`src/design/fifo_with_batch_dequeue_sum_core_defines.svh`:
```
// Assertion macros for the batch-dequeue FIFO core.
`ifndef FIFO_WITH_BATCH_DEQUEUE_SUM_CORE_DEFINES_SVH
`define FIFO_WITH_BATCH_DEQUEUE_SUM_CORE_DEFINES_SVH
`ifndef SYNTHESIS
// same-cycle implication, disabled in reset
`define FBDS_ASSERT(lbl, pre, post) \
  lbl: assert property (@(posedge clk) disable iff (!rst_n) (pre) |-> (post)) \
    else $error("fbds assertion failed");
// next-cycle implication, disabled in reset
`define FBDS_ASSERT_NEXT(lbl, pre, post) \
  lbl: assert property (@(posedge clk) disable iff (!rst_n) (pre) |=> (post)) \
    else $error("fbds assertion failed");
`else
`define FBDS_ASSERT(lbl, pre, post)
`define FBDS_ASSERT_NEXT(lbl, pre, post)
`endif
`endif

```
`src/design/fbds_pkg.sv`:
```
// Package: widths, codes, state type and control structs of the batch-dequeue FIFO.
package fbds_pkg;

  localparam int DEPTH_DEFAULT = 256;
  localparam int VALUE_W       = 32;
  localparam int COUNT_W       = 9;
  localparam int OCC_W         = 9;
  localparam int STATUS_W      = 2;

  localparam logic KIND_ENQ = 1'b0;
  localparam logic KIND_DEQ = 1'b1;

  typedef enum logic [STATUS_W-1:0] {
    STAT_OK     = 2'd0,
    STAT_REJECT = 2'd1,
    STAT_FULL   = 2'd2
  } status_t;

  typedef enum logic [1:0] {
    S_IDLE,
    S_DRAIN,
    S_TAIL,
    S_DONE
  } fsm_t;

  typedef struct packed {
    logic push;
    logic pop;
  } ptr_ctl_t;

  typedef struct packed {
    logic clr;
    logic add;
  } acc_ctl_t;

endpackage

```
`src/design/fbds_acc.sv`:
```
// Shared 32-bit wrapping accumulator for the batch sum.
module fbds_acc (
  input  logic                          clk,
  input  fbds_pkg::acc_ctl_t            ctl,
  input  logic [fbds_pkg::VALUE_W-1:0]  operand,
  output logic [fbds_pkg::VALUE_W-1:0]  acc
);

  logic [fbds_pkg::VALUE_W-1:0] acc_r, acc_nxt;

  always_comb begin
    priority if (ctl.clr) begin
      acc_nxt = '0;
    end else if (ctl.add) begin
      acc_nxt = acc_r + operand;  // wraps mod 2^32
    end else begin
      acc_nxt = acc_r;
    end
  end

  always_ff @(posedge clk) begin
    acc_r <= acc_nxt;
  end

  assign acc = acc_r;

endmodule

```
`config.mk`:
```
export PLATFORM = sky130hd
export DESIGN_NAME = fbds_acc
export DESIGN_NICKNAME = d
export VERILOG_FILES = /design/src/design/fifo_with_batch_dequeue_sum_core_defines.svh /design/src/design/fbds_pkg.sv /design/src/design/fbds_acc.sv
export SDC_FILE = /design/constraint.sdc
export NUM_CORES = 1
export LEC_CHECK = 0
export CORE_AREA = 4 4 92 94
export DETAILED_ROUTE_END_ITERATION = 10
export DIE_AREA = 0 0 96 98
export DONT_BUFFER_PORTS = 1
export GPL_TIMING_DRIVEN = 0
export PLACE_DENSITY = 0.55
export SKIP_LAST_GASP = 1
export SLEW_MARGIN = 30
export SYNTH_ARGS = -nofsm -noshare
export SYNTH_HDL_FRONTEND = slang
export SYNTH_SLANG_ARGS = --single-unit
```
`constraint.sdc`:
```
create_clock -name clk -period 3.5 [get_ports clk]
set_clock_uncertainty 0.15 [all_clocks]
set_input_delay 0.7 -clock clk [delete_from_list [all_inputs] [get_ports clk]]
set_output_delay 0.7 -clock clk [all_outputs]
set_load 0.02 [all_outputs]
```
After elaboration in Yosys (flattened, before gate mapping) --
Index checks and enable logic that the tools add are counted.
Storage, ports and cells: input bits 35, flip-flop bits (word level) 32, word-level logic and storage cells 2, output and inout bits 32
Cells by class: $add $sub $neg 1
Operators by type and width (count):
- $add A32 B32 Y32 | 1

Longest topological paths before layout --
depth after elaboration 1, gate-level depth with buffers 10, mapped depth without buffers 10

Least setup slack after synthesis --
OpenSTA, ideal clock, no wires.
path type input-to-reg, start point in operand[4] in the netlist's numbering, end point reg acc_r, in the netlist acc[29], path buffers 0, arrival 2600 ps, data required time 3228 ps, cell stages on the path 9, path slack 628 ps, library setup time 122 ps, path through ha_1 > a21oi_2 > o211ai_4 > a32oi_4 > o211ai_2 > a41o_1 > o2111ai_2 > a2111oi_2 > a311o_1
Between the ends: cells in the longest elaborated chain, start to end 1
Ends and longest elaborated chain:
- from (decl) | line fbds_acc.sv:5 | input logic [fbds_pkg::VALUE_W-1:0] operand,
- $add A32 B32 Y32 | line fbds_acc.sv:15 | acc_nxt = acc_r + operand;
- to (signal assigned) | line fbds_acc.sv:22 | acc_r <= acc_nxt;
- to (decl) | line fbds_acc.sv:9 | logic [fbds_pkg::VALUE_W-1:0] acc_r, acc_nxt;
Every way passes these cells. A chain may end at the register's enable or synchronous reset.

Final worst setup path --
start point reg acc_r, in the netlist acc[1], end point reg acc_r, in the netlist acc[29]
Between the ends: cells in the longest elaborated chain, start to end 1
Ends and longest elaborated chain (line):
- $add A32 B32 Y32 | fbds_acc.sv:15
Every way passes these cells.

==> impl_summary.txt <==
----------------------------------------------------
[Hold path]
  Hold Path Depth ... 2
  Tightest Hold Check Type ... flop to flop

[Global routing]
  Maximum number of pins on one net before global-route repair ... 11
  Wire length of the first global-routing pass ... 13.5 mm
  Vias in the first global route ... 2743
  Overall Global Routing Usage ... 17.9%
  Overflow left after global routing ... 0
  Initial antenna violation count ... 0

[Detailed routing]
  Detailed Routing Iterations Pass 1 ... 4
  Post-route antenna net violation count ... 0
  Post-detailed-route via-to-cell ratio ... 5.67
  Post-detailed-routing wire length ... 8.15 mm
  Number of DRC violations after detailed-routing iteration 0 ... 102
  Via total after detailed routing ... 2743
  Count of unresolved DRC violations after routing ... 0
  Average wire per standard cell ... 16.8 µm

[STA]
  Worst-case headroom to the max-slew limit ... 47.6%
  Maximum achievable frequency ... 0.334 GHz
  Worst path setup slack after routing ... 508 ps
  Number of endpoints failing setup at the final stage ... 0
  Final slew viol count ... 0
  Period minus WS final ... 2990 ps
  Worst-Margin Slew ... 786 ps
  Post-route fraction of the period consumed by the critical path ... 85.5%
  Total count of hold-check failures in the final report ... 0
  Unrepaired setup endpoints after global routing ... no
  TNS Setup ... 0 ps

[Power]
  Leakage power total ... 0.00136 µW
  Areal power density over the cells ... 521 nW/µm²
  IR drop worst, VDD ... 238 µV

[Cells and area]
  Antenna Diode Count ... 0
  Finished layout cell area ... 3230 µm²
  Commonest non-fill, non-tap cells in the layout ... a21oi_1, nor2_1, dfxtp_1
  Max reg flops ... 32
  Nets@finish ... 448
  Filler instances ... 789
  Share of cells above drive strength 1 ... 8.64%
  Layout overhead on the synthesized area ... 7.32%

[Critical path]
  Start-to-end type of the worst setup path ... flop to flop
  Worst reg2reg setup slack ... 510 ps
  Crit path DAT ... 3020 ps
  Cell depth of the worst flop-to-flop path ... 9
  CP startpoint ... acc[1]$_SDFFE_PP0P_
  Reg-to-reg critical path startpoint ... acc[1]$_SDFFE_PP0P_
  Critical path startpoint category ... flop
  CP Data Required Time ... 3530 ps
  Critical Path End ... acc[29]$_SDFFE_PP0P_
  Worst setup EP type ... flop
  Highest fanout seen on the critical path ... 6
  Worst reg2reg endpoint ... acc[29]$_SDFFE_PP0P_

[Clock network]
  Max Buffers Root-to-Sink ... 2
  Num CTS Buffers ... 5
  Maximum level of the CTS H-tree ... 2
  Post-cts hold buffer count ... 0
  Clock insertion delay at the later pin of the skew report ... 290 ps
  Number of gates given a new drive strength after cts ... 0
  Setup bufs post-CTS ... 0
  Root Buffer ... clkbuf_8
  Number of sinks driven by the clock tree ... 32
  Clock transition at the register clock pins on the worst setup and hold paths after CTS ... 70 ps
  Clock tree from TritonCTS ... done

[Logic synthesis]
  Sequential cell area fraction in the yosys report ... 21.3%
  Number of distinct library cells after synthesis ... 67
  Total of warnings raised by yosys ... 0
  Cell taking the most area after synthesis ... dfxtp_1
  Post-Synthesis Mean Instance Area ... 8.04 µm²
  Post-synthesis cell area ... 3010 µm²
  EDFF count, synth ... 0
  Fraction of registers with async set or reset after synthesis ... 0%
  Area share of the leading cell type in the synthesized netlist ... 21.3%
  Most used flip-flop cell after synthesis ... dfxtp_1
  Post-Syn Nets ... 441
  Area contributors post-synth ... dfxtp_1, ha_1, mux2i_1, a21oi_1, nor2_1
  Number of instances in the synthesized netlist ... 374
  Total of flip-flops plus latches after synthesis ... 32

[Placed design]
  Placed inst area ... 3140 µm²
  Weighted congestion reported at the end of routability-driven placement ... 0.878
  Post-placement setup slack ... 321 ps
  IO Port Bufs ... 0
  Placed wire-length estimate after detailed placement ... 6.40 mm

[Outcome]
  Status ... complete, no violations

[Run]
  Max_cap viols ... 0

[Floorplanning]
  Die width ... 96 µm
  Die Span Y ... 98 µm
  Initial core utilization ... 39.3%
  Number of standard-cell rows in the floorplan ... 32
  I/O pin count ... 67
  Die outline area ... 9410 µm²
  Core box area ... 7650 µm²

----------------------------------------------------
-- report_power, final --
group          switching [µW]  internal, µW
combinational             458           339
clock                     157           157
sequential                140           429
-- per-layer routing --
| metal | track usage, % | wire (µm) | vias up | share of wire [%] |
|---|---|---|---|---|
| met2 | 29.0 | 3880 | 77 | 48 |
| met4 | 3.83 | 54 | 0 | 0.66 |
| met3 | 4.93 | 566 | 4 | 6.9 |
| met5 | 0 | 0 | - | 0 |
| met1 | 23.5 | 3650 | 1282 | 45 |
| li1 | - | - | 1380 | - |
-- worst max-delay path, stage by stage (launching register included) --
cell and delay (ps):
dfxtp_1 530, ha_1 300, a21oi_1 290, o211ai_4 170, a32oi_4 380, o211ai_2 170
a41o_1 290, o2111ai_2 220, a2111oi_2 100, a311o_1 270
-- logic make-up (layout without fill, tap and decap cells) --
logic type               count (synthesis)  count (layout)  share of synthesized area, %
adder cells (fa/ha/maj)                 32              32                          13.6
flip-flops                              32              32                          21.3
buffers and inverters                   37              45                          6.57
XOR/XNOR                                21              21                          6.11
AND/OR/NAND/NOR                        117             117                          18.8
multiplexers                            20              20                          6.66
AO/OA/AOI/OAI                          115             115                          27.0
-- cells in the mapped netlist, types with 3 or more instances --
master     n
a211oi_1   3
a21o_1     7
a21oi_1   38
clkbuf_1   9
clkbuf_8   4
dfxtp_1   32
ha_1      31
inv_1     16
mux2i_1   20
nand2_1   30
nand2b_1   7
nand3_1   10
nand4_1    7
nor2_1    38
nor3_1     4
nor3b_1    3
o211ai_1   8
o21ai_0   13
o21bai_1   9
o22ai_1    4
o31ai_1    3
or3_1      4
xnor2_1   15
xor2_1     6
-- worst min-delay path by stage --
stage | start | to | slack [ps]
5_1_grt | acc[27]$_SDFFE_PP0P_ | acc[27]$_SDFFE_PP0P_ | 450
3_3_place_gp | acc[24]$_SDFFE_PP0P_ | acc[24]$_SDFFE_PP0P_ | 430
4_1_cts | ctl[1] | acc[13]$_SDFFE_PP0P_ | 450
6_report | acc[27]$_SDFFE_PP0P_ | acc[27]$_SDFFE_PP0P_ | 440
2_1_floorplan | acc[9]$_SDFFE_PP0P_ | acc[9]$_SDFFE_PP0P_ | 410
3_5_place_dp | acc[27]$_SDFFE_PP0P_ | acc[27]$_SDFFE_PP0P_ | 430
-- through the flow --
| step | power (µW) | hold slack (ps) | util [%] | instances |
|---|---|---|---|---|
| finish | 1680 | 442 | 42.2 | 484 |
| global route | 1820 | 451 | 42.2 | 484 |
| CTS | 1700 | 448 | 42.2 | 484 |
| detailed placement | 1370 | 434 | 41.0 | 476 |
| global placement | 1360 | 428 | 41.0 | 476 |
| floorplan | 1210 | 407 | - | 374 |
-- layout make-up --
| cell class | instances | area, µm² | share of cell area [%] |
|---|---|---|---|
| Multi-Input combinational cell | 305 | 2170 | 67.2 |
| Sequential cell | 32 | 641 | 19.8 |
| Buffer | 20 | 134 | 4.15 |
| Tap cell | 102 | 128 | 3.95 |
| Clock buffer | 6 | 82.6 | 2.56 |
| Inverter | 17 | 63.8 | 1.98 |
| Clock inverter | 2 | 10.0 | 0.310 |
Note: power is estimated with default switching activity, not from simulation.
