[src/design/fifo_with_batch_dequeue_sum_core_defines.svh]
// Assertion macros for the batch-dequeue FIFO core.
`ifndef FIFO_WITH_BATCH_DEQUEUE_SUM_CORE_DEFINES_SVH
`define FIFO_WITH_BATCH_DEQUEUE_SUM_CORE_DEFINES_SVH
`ifndef SYNTHESIS
// same-cycle implication, disabled in reset
`define FBDS_ASSERT(lbl, pre, post) \
  lbl: assert property (@(posedge clk) disable iff (!rst_n) (pre) |-> (post)) \
    else $error("fbds assertion failed");
// next-cycle implication, disabled in reset
`define FBDS_ASSERT_NEXT(lbl, pre, post) \
  lbl: assert property (@(posedge clk) disable iff (!rst_n) (pre) |=> (post)) \
    else $error("fbds assertion failed");
`else
`define FBDS_ASSERT(lbl, pre, post)
`define FBDS_ASSERT_NEXT(lbl, pre, post)
`endif
`endif

[src/design/fbds_pkg.sv]
// Package: widths, codes, state type and control structs of the batch-dequeue FIFO.
package fbds_pkg;

  localparam int DEPTH_DEFAULT = 256;
  localparam int VALUE_W       = 32;
  localparam int COUNT_W       = 9;
  localparam int OCC_W         = 9;
  localparam int STATUS_W      = 2;

  localparam logic KIND_ENQ = 1'b0;
  localparam logic KIND_DEQ = 1'b1;

  typedef enum logic [STATUS_W-1:0] {
    STAT_OK     = 2'd0,
    STAT_REJECT = 2'd1,
    STAT_FULL   = 2'd2
  } status_t;

  typedef enum logic [1:0] {
    S_IDLE,
    S_DRAIN,
    S_TAIL,
    S_DONE
  } fsm_t;

  typedef struct packed {
    logic push;
    logic pop;
  } ptr_ctl_t;

  typedef struct packed {
    logic clr;
    logic add;
  } acc_ctl_t;

endpackage

[src/design/fbds_ptr.sv]
// Ring pointers and occupancy counter.
module fbds_ptr #(
  parameter int DEPTH = fbds_pkg::DEPTH_DEFAULT,
  parameter int AW    = $clog2(DEPTH),
  parameter int CW    = $clog2(DEPTH + 1)
) (
  input  logic                clk,
  input  logic                rst_n,
  input  fbds_pkg::ptr_ctl_t  ctl,
  output logic [AW-1:0]       wr_ptr,
  output logic [AW-1:0]       rd_ptr,
  output logic [CW-1:0]       count,
  output logic                full
);

  localparam logic [AW-1:0] LAST = AW'(DEPTH - 1);

  logic [AW-1:0] wr_ptr_r, wr_ptr_nxt;
  logic [AW-1:0] rd_ptr_r, rd_ptr_nxt;
  logic [CW-1:0] count_r, count_nxt;

  always_comb begin
    wr_ptr_nxt = wr_ptr_r;
    rd_ptr_nxt = rd_ptr_r;
    count_nxt  = count_r;
    if (ctl.push) begin
      wr_ptr_nxt = (wr_ptr_r == LAST) ? '0 : wr_ptr_r + AW'(1);
    end
    if (ctl.pop) begin
      rd_ptr_nxt = (rd_ptr_r == LAST) ? '0 : rd_ptr_r + AW'(1);
    end
    priority if (ctl.push && !ctl.pop) begin
      count_nxt = count_r + CW'(1);
    end else if (ctl.pop && !ctl.push) begin
      count_nxt = count_r - CW'(1);
    end else begin
      count_nxt = count_r;
    end
  end

  always_ff @(posedge clk) begin
    if (!rst_n) begin
      wr_ptr_r <= '0;
      rd_ptr_r <= '0;
      count_r  <= '0;
    end else begin
      wr_ptr_r <= wr_ptr_nxt;
      rd_ptr_r <= rd_ptr_nxt;
      count_r  <= count_nxt;
    end
  end

  assign wr_ptr = wr_ptr_r;
  assign rd_ptr = rd_ptr_r;
  assign count  = count_r;
  assign full   = (count_r == CW'(DEPTH));

endmodule

[config.mk]
export PLATFORM = sky130hd
export DESIGN_NAME = fbds_ptr
export DESIGN_NICKNAME = d
export VERILOG_FILES = /design/src/design/fifo_with_batch_dequeue_sum_core_defines.svh /design/src/design/fbds_pkg.sv /design/src/design/fbds_ptr.sv
export SDC_FILE = /design/constraint.sdc
export NUM_CORES = 1
export LEC_CHECK = 0
export BUFFER_PORTS_ARGS = -buffer_cell sky130_fd_sc_hd__buf_4
export CAP_MARGIN = 25
export CORE_ASPECT_RATIO = 0.5
export CORE_MARGIN = 2
export CORE_UTILIZATION = 40
export DETAILED_ROUTE_END_ITERATION = 7
export RECOVER_POWER = 100
export SYNTH_ARGS = -nofsm -noshare
export SYNTH_HDL_FRONTEND = slang
export SYNTH_SLANG_ARGS = --single-unit
[constraint.sdc]
create_clock -name clk -period 5.95 [get_ports clk]
set_input_delay 1.19 -clock clk [delete_from_list [all_inputs] [get_ports clk]]
set_output_delay 1.19 -clock clk [all_outputs]
set_load 0.01 [all_outputs]
Yosys cells after proc, flatten, opt, wreduce, memory -nomap -nowiden
Index checks and enable logic that the tools add are counted.
{"block": "word_totals", "in_bits": 4, "reg_bits": 25, "output_inout_bits": 26}
{"block": "op_classes", "n_addsub": 4, "n_mux": 4, "reduce_logical": 5, "eq_ne": 3}
{"op": "2-to-1 mux 9 bit", "n": 2}
{"op": "adder 8 x 1 -> 8 bit (second input constant)", "n": 2}
{"op": "equality test 8 bit (second input constant)", "n": 2}
{"op": "2-to-1 mux 8 bit", "n": 2}
{"op": "adder 9 x 1 -> 9 bit (second input constant)", "n": 1}
{"op": "equality test 9 bit (second input constant)", "n": 1}
{"op": "subtractor 9 x 1 -> 9 bit (second input constant)", "n": 1}
{"op": "logical AND 1 bit", "n": 2}
{"op": "logical NOT 1 bit", "n": 2}
{"op": "nonzero test 2 bit", "n": 1}

Logic depth before layout (Yosys ltp)
Gate-level depths: netlist of the first run.
{"block": "logic_depth", "ltp_word": 4, "ltp_mapped": 10}

Least setup slack after synthesis of the first run
No wires, ideal clock.
{"block": "synth_path", "kind": "input to register", "start": "input ctl[0] (netlist bit)", "end": "register count_r[7], in the netlist count[7]", "n_path_buf": 1, "arrival_time_ps": 3189, "t_required_ps": 5891, "slack_ps": 2702, "stages": 10, "path_cell_list": "clkbuf_1 > inv_1 > ha_1 > inv_1 > ha_1 > a2111oi_4 > o211ai_2 > and3_1 > o31ai_1 > and2_1"}
{"block": "synth_via", "elab_chain_len": 3, "word_cells_on_any_way": 5}
{"item": "from (decl)", "line_no": "fbds_ptr.sv:9", "rtl": "input fbds_pkg::ptr_ctl_t ctl,"}
{"item": "logical NOT 1 bit", "line_no": "fbds_ptr.sv:32", "rtl": "priority if (ctl.push && !ctl.pop) begin"}
{"item": "logical AND 1 bit", "line_no": "fbds_ptr.sv:32"}
{"item": "2-to-1 mux 9 bit or nonzero test 2 bit (tied branches)"}
{"item": "to (signal assigned)", "line_no": "fbds_ptr.sv:49", "rtl": "count_r <= count_nxt;"}
{"item": "to (decl)", "line_no": "fbds_ptr.sv:20", "rtl": "logic [CW-1:0] count_r, count_nxt;"}
Parallel ways exist; a longest one is shown, timed or not.
A chain may end at the register's enable or synchronous reset.

Worst setup path in the final report of the first run
Same ends and word-level chain as after synthesis.

==> results of run 1 <==
cells in the mapped netlist (2+ instances only):
| cell type | instances |
|---|---|
| nor2b_1 | 5 |
| o31ai_1 | 3 |
| nand2_1 | 18 |
| mux2i_1 | 5 |
| o21ai_1 | 3 |
| a21oi_1 | 6 |
| ha_1 | 10 |
| o21a_1 | 3 |
| xnor2_1 | 6 |
| clkbuf_1 | 4 |
| nand2b_1 | 2 |
| nor3_1 | 3 |
| inv_1 | 6 |
| and2_1 | 10 |
| a21boi_1 | 2 |
| dfxtp_1 | 25 |
| o21ai_0 | 6 |
| and3_1 | 4 |
| nand3_1 | 3 |
| nand4_1 | 6 |
| xor2_1 | 7 |
| nor2_1 | 14 |
| a31oi_1 | 2 |
per-layer routing:
metal / GRT usage, % / routed length [microns]
met5: 0 / 0
met4: 3.582 / 14
met3: 3.943 / 117
met2: 22.67 / 1290
met1: 20.54 / 1526
cells by family after synthesis:
family                     Yosys count  share of synthesized area [%]
DFF                                 25                          34.39
AOI/OAI and AO/OA                   33                          16.34
buffers and inverters               11                          2.923
xor gates and xnor gates            13                          7.825
muxes                                5                          3.440
and+or+nand+nor                     71                          25.11
adders and majority gates           11                          9.974
flip-flops by register name (all words and copies together), names as in the netlist:
name / count
rd_ptr: 8
wr_ptr: 8
count: 9
area by class of cell:
type                       count  share of cell area (%)
clock buffer                   3                   2.519
sequential                    25                   30.53
multi-input combinational    133                   54.50
tap                           51                   3.893
clock inverter                 1                  0.3053
inverter                       6                   1.374
timing repair buffer          29                   6.870
power by group through the flow:
stage	clock network [mW]	registers, mW	logic [mW]
after floorplan	0	0.210	0.132
after global placement	0	0.206	0.188
after detailed placement	0	0.206	0.190
after CTS	0.108	0.202	0.190
after global routing	0.116	0.204	0.188
final	0.104	0.201	0.167
critical path: stages:
cell and delay (ps):
clkbuf_1 300, inv_1 90, ha_1 250, inv_1 220, ha_1 340, a2111oi_0 560
o211ai_2 160, and3_1 190, o31ai_1 200, and2_1 150
through the flow:
| step | hold WS, ps | area [sq um] | power [mW] | setup slack, ps | cells |
|---|---|---|---|---|---|
| 6_report | 505.1 | 1639 | 0.4716 | 2528 | 248 |
| 5_1_grt | 541.0 | 1639 | 0.5079 | 2224 | 248 |
| 4_1_cts | 514.8 | 1763 | 0.5004 | 2930 | 248 |
| 3_5_place_dp | 501.7 | 1717 | 0.3956 | 2642 | 244 |
| 3_3_place_gp | 480.7 | 1717 | 0.3935 | 2717 | 244 |
| 2_1_floorplan | 501.8 | 1455 | 0.3417 | 2702 | 169 |
worst paths after layout:
path              startpoint       end  slack (ps)  cells after the start
setup reg to reg    count[6]  count[7]        3930                      6
setup / recovery      ctl[0]  count[7]        2530                     10
hold reg to reg     count[8]  count[8]         510                      2
hold / removal      count[8]  count[8]         510                      2
==> results.cfg, run 1 <==
[outcome]
status = complete, no violations

[setup_path]
path_class = primary input to register
required_ps = 6170
cp.arrival_ps = 3650
crit_path_end_kind = register
path_max_fanout = 8
start_kind = primary input

[power]
irDropWorstVdd_mv = 0.08855
p_per_area_nw_per_um2 = 287.7
p_sw_share_pct = 35.39
p_sw_mw = 0.1669
p_comb_share_pct = 35.4
power_leakage_nw = 0.6498
power_frac_clock_pct = 22.0
p_seq_share_pct = 42.6
internal-power_mw = 0.3047

[yosys]
synthCells = 169
synth_top_area_cell = dfxtp_1
synth_fp_nets = 184
ys_ff_latch = 25
postSynthAreaPerCell_sq_um = 8.610
synth_edf_count = 0
synthTopCellsByArea = dfxtp_1, ha_1, nand2_1, and2_1, xor2_1
ys_seq_area_share_pct = 34.39
async_reset_ff_share_pct = 0
synth.top_cell.area_share_pct = 34.39
ys_warn_count = 0
syn_area_sq_um = 1455
synth_cell_type_count = 39
ys.flop_type = dfxtp_1

[timing]
slew-limit-headroom_pct = 64.28
finalSetupViolations = 0
fin_skew_ps = 5.496
timing.final.crit_share_pct = 57.51
slew_violations = 0
post-route-min-period_ps = 3422
max_freq_mhz = 292.2
rsz0062_at_grt = false
setup_tns_ps = 0
worstMarginPinSlew_ps = 522.2
finalHoldViolCount = 0

[floorplanning]
std_cell_rows = 15
io_pins = 30
core_area_sq_um = 3453
die_area_sq_um = 4166
start_util_pct = 42.14
die_h_microns = 46.65
die_w_microns = 89.30

[drt]
final_antenna_net_count = 0
drt_wl_total_microns = 2948
viasPerCell = 5.000
dr.pass1.iters = 4
wl_per_cell_microns = 11.89
vias = 1240
drc = 0
first_iter_violations = 17

[cts]
cts_hold_buf = 0
htree_levels = 1
cts_root_buf = clkbuf_8
cts_buffers = 3
cts_tree = yes
cts_resized = 0
clock-sinks = 25
clk_pin_slew_worst_paths_ps = 90
post_cts_buffers = 0
cts.path.max_buffers = 2
clk_latency_ps = 270

[placed_design]
dp_hpwl_microns = 2164
port_buffers = 29
place.gp.congestion = 0.8674

[final_layout]
nNetsFinal = 213
drive_above_1_share_pct = 3.553
final_common_cell = clkbuf_1
multi_input_comb_area_sq_um = 893.4
fill_cells = 377
mostFrequentLayoutCells = clkbuf_1, dfxtp_1, nand2_1
diodes = 0
final_core_util_pct = 47.46
regArea_sq_um = 500.5
area_growth_pct = 12.64

[global_routing]
grt_max_degree = 25
overflow = 0
antenna_found_initial = 0
grt_pass1_vias = 984
grt_usage_pct = 14.68
grt_pass1_wl_microns = 4574

[min_path]
hold_path_class = register to register

[job]
max_cap_viol_count = 0
Note: power is estimated with default switching activity, not from simulation.
==> run 2: changes to the inputs <==
==> constraint.sdc (replaced) <==
create_clock -name clk -period 3.06 [get_ports clk]
set_input_delay 0.612 -clock clk [delete_from_list [all_inputs] [get_ports clk]]
set_output_delay 0.612 -clock clk [all_outputs]
set_load 0.01 [all_outputs]
==> results.cfg, run 2 (synthesized netlist as in run 1, its figures left out) <==
[outcome]
status = complete, no violations

[cts]
cts_hold_buf = 0
htree_levels = 1
clk_latency_ps = 270
post_cts_buffers = 0
clock-sinks = 25
clk_pin_slew_worst_paths_ps = 100
cts_tree = yes
cts_buffers = 3
cts_root_buf = clkbuf_8
cts_resized = 0
cts.path.max_buffers = 2

[global_routing]
overflow = 0
grt_usage_pct = 14.68
grt_pass1_vias = 984
antenna_found_initial = 0
grt_max_degree = 25
grt_pass1_wl_microns = 4574

[timing]
worstMarginPinSlew_ps = 555.9
max_freq_mhz = 406.9
timing.final.crit_share_pct = 80.32
finalHoldViolCount = 0
rsz0062_at_grt = false
slew-limit-headroom_pct = 62.94
slew_violations = 0
setup_tns_ps = 0
fin_skew_ps = 6.395
finalSetupViolations = 0
post-route-min-period_ps = 2458

[floorplanning]
start_util_pct = 42.14
core_area_sq_um = 3453
std_cell_rows = 15
die_h_microns = 46.65
die_area_sq_um = 4166
io_pins = 30
die_w_microns = 89.30

[power]
irDropWorstVdd_mv = 0.1783
p_per_area_nw_per_um2 = 561.8
power_leakage_nw = 0.6621

[final_layout]
mostFrequentLayoutCells = clkbuf_1, dfxtp_1, nand2_1
area_growth_pct = 14.45
drive_above_1_share_pct = 5.076
nNetsFinal = 213
final_core_util_pct = 48.22
diodes = 0
largest_reg_flops = 9
final_common_cell = clkbuf_1

[placed_design]
port_buffers = 29
place.gp.congestion = 0.8673
dp_hpwl_microns = 2164

[setup_path]
crit_family = adder cells
cp.arrival_ps = 2670
path_class = primary input to register
crit_chain = buf_4 -> inv_1 -> ha_1 -> inv_1 -> ha_1 -> nor2b_1 -> o31a_1 -> o21ai_0 -> mux2i_1 -> mux2i_1
slowest_stage = ha_1
path_max_fanout = 8
worst-path-buf-inv = 3
crit_path_end_kind = register
start_kind = primary input
required_ps = 3270
slowest_delay_ps = 330

[drt]
first_iter_violations = 14
drc = 0
dr.pass1.iters = 4
viasPerCell = 4.891
vias = 1213
final_antenna_net_count = 0
wl_per_cell_microns = 11.89
drt_wl_total_microns = 2948

[job]
max_cap_viol_count = 0

[min_path]
hold_path_class = register to register
==> run 2: layout make-up <==
| class | instances | area [sq um] |
|---|---|---|
| fillers | 373 | 1788 |
| multi-input cells | 133 | 912.1 |
| flip-flops and latches | 25 | 500.5 |
| repair buffers | 29 | 120.1 |
| well taps | 51 | 63.81 |
| clock buffers | 3 | 41.29 |
| inverters | 6 | 22.52 |
| clock inverters | 1 | 5.005 |
==> run 2: path summary, 6_finish.rpt <==
kind	start	endpoint	slack, ps	cells after the start
max	ctl[0]	count[8]	600	10
min	count[8]	count[8]	510	2
min reg2reg	count[8]	count[8]	510	2
max reg2reg	count[0]	count[8]	1140	7
==> run 2: power by group <==
group | total (mW) | switching (mW) | internal (mW)
clock | 0.203 | 0.112 | 0.0913
combinational | 0.342 | 0.187 | 0.155
sequential | 0.391 | 0.0334 | 0.357
==> run 2: routing by layer <==
metal / wire, microns / vias up / global-route usage (%) / share of wire, %
met5: 0 / - / 0 / 0
met4: 14 / 0 / 3.582 / 0.47
met3: 125 / 2 / 3.943 / 4.2
met2: 1285 / 20 / 22.67 / 44
met1: 1522 / 543 / 20.54 / 52
li1: - / 648 / - / -
==> run 2: worst reg2reg max path: cells and delay by family, from the launching register on <==
family,cells,cell delay (ps)
muxes,2,380
adders and majority gates,1,480
DFF,1,420
buffers and inverters,1,100
AOI/OAI and AO/OA,2,310
and+or+nand+nor,1,180
==> run 2: stage by stage <==
stage	worst slack, ps	area, sq um	hold slack (ps)	instances	total power [mW]
after floorplan	389.9	1455	501.8	169	0.6645
after global placement	404.8	1717	480.7	244	0.7652
after detailed placement	329.6	1717	501.7	244	0.7693
after CTS	618.0	1763	514.8	248	0.9730
after global routing	443.6	1665	541.0	248	1.006
final	602.3	1665	505.3	248	0.9357
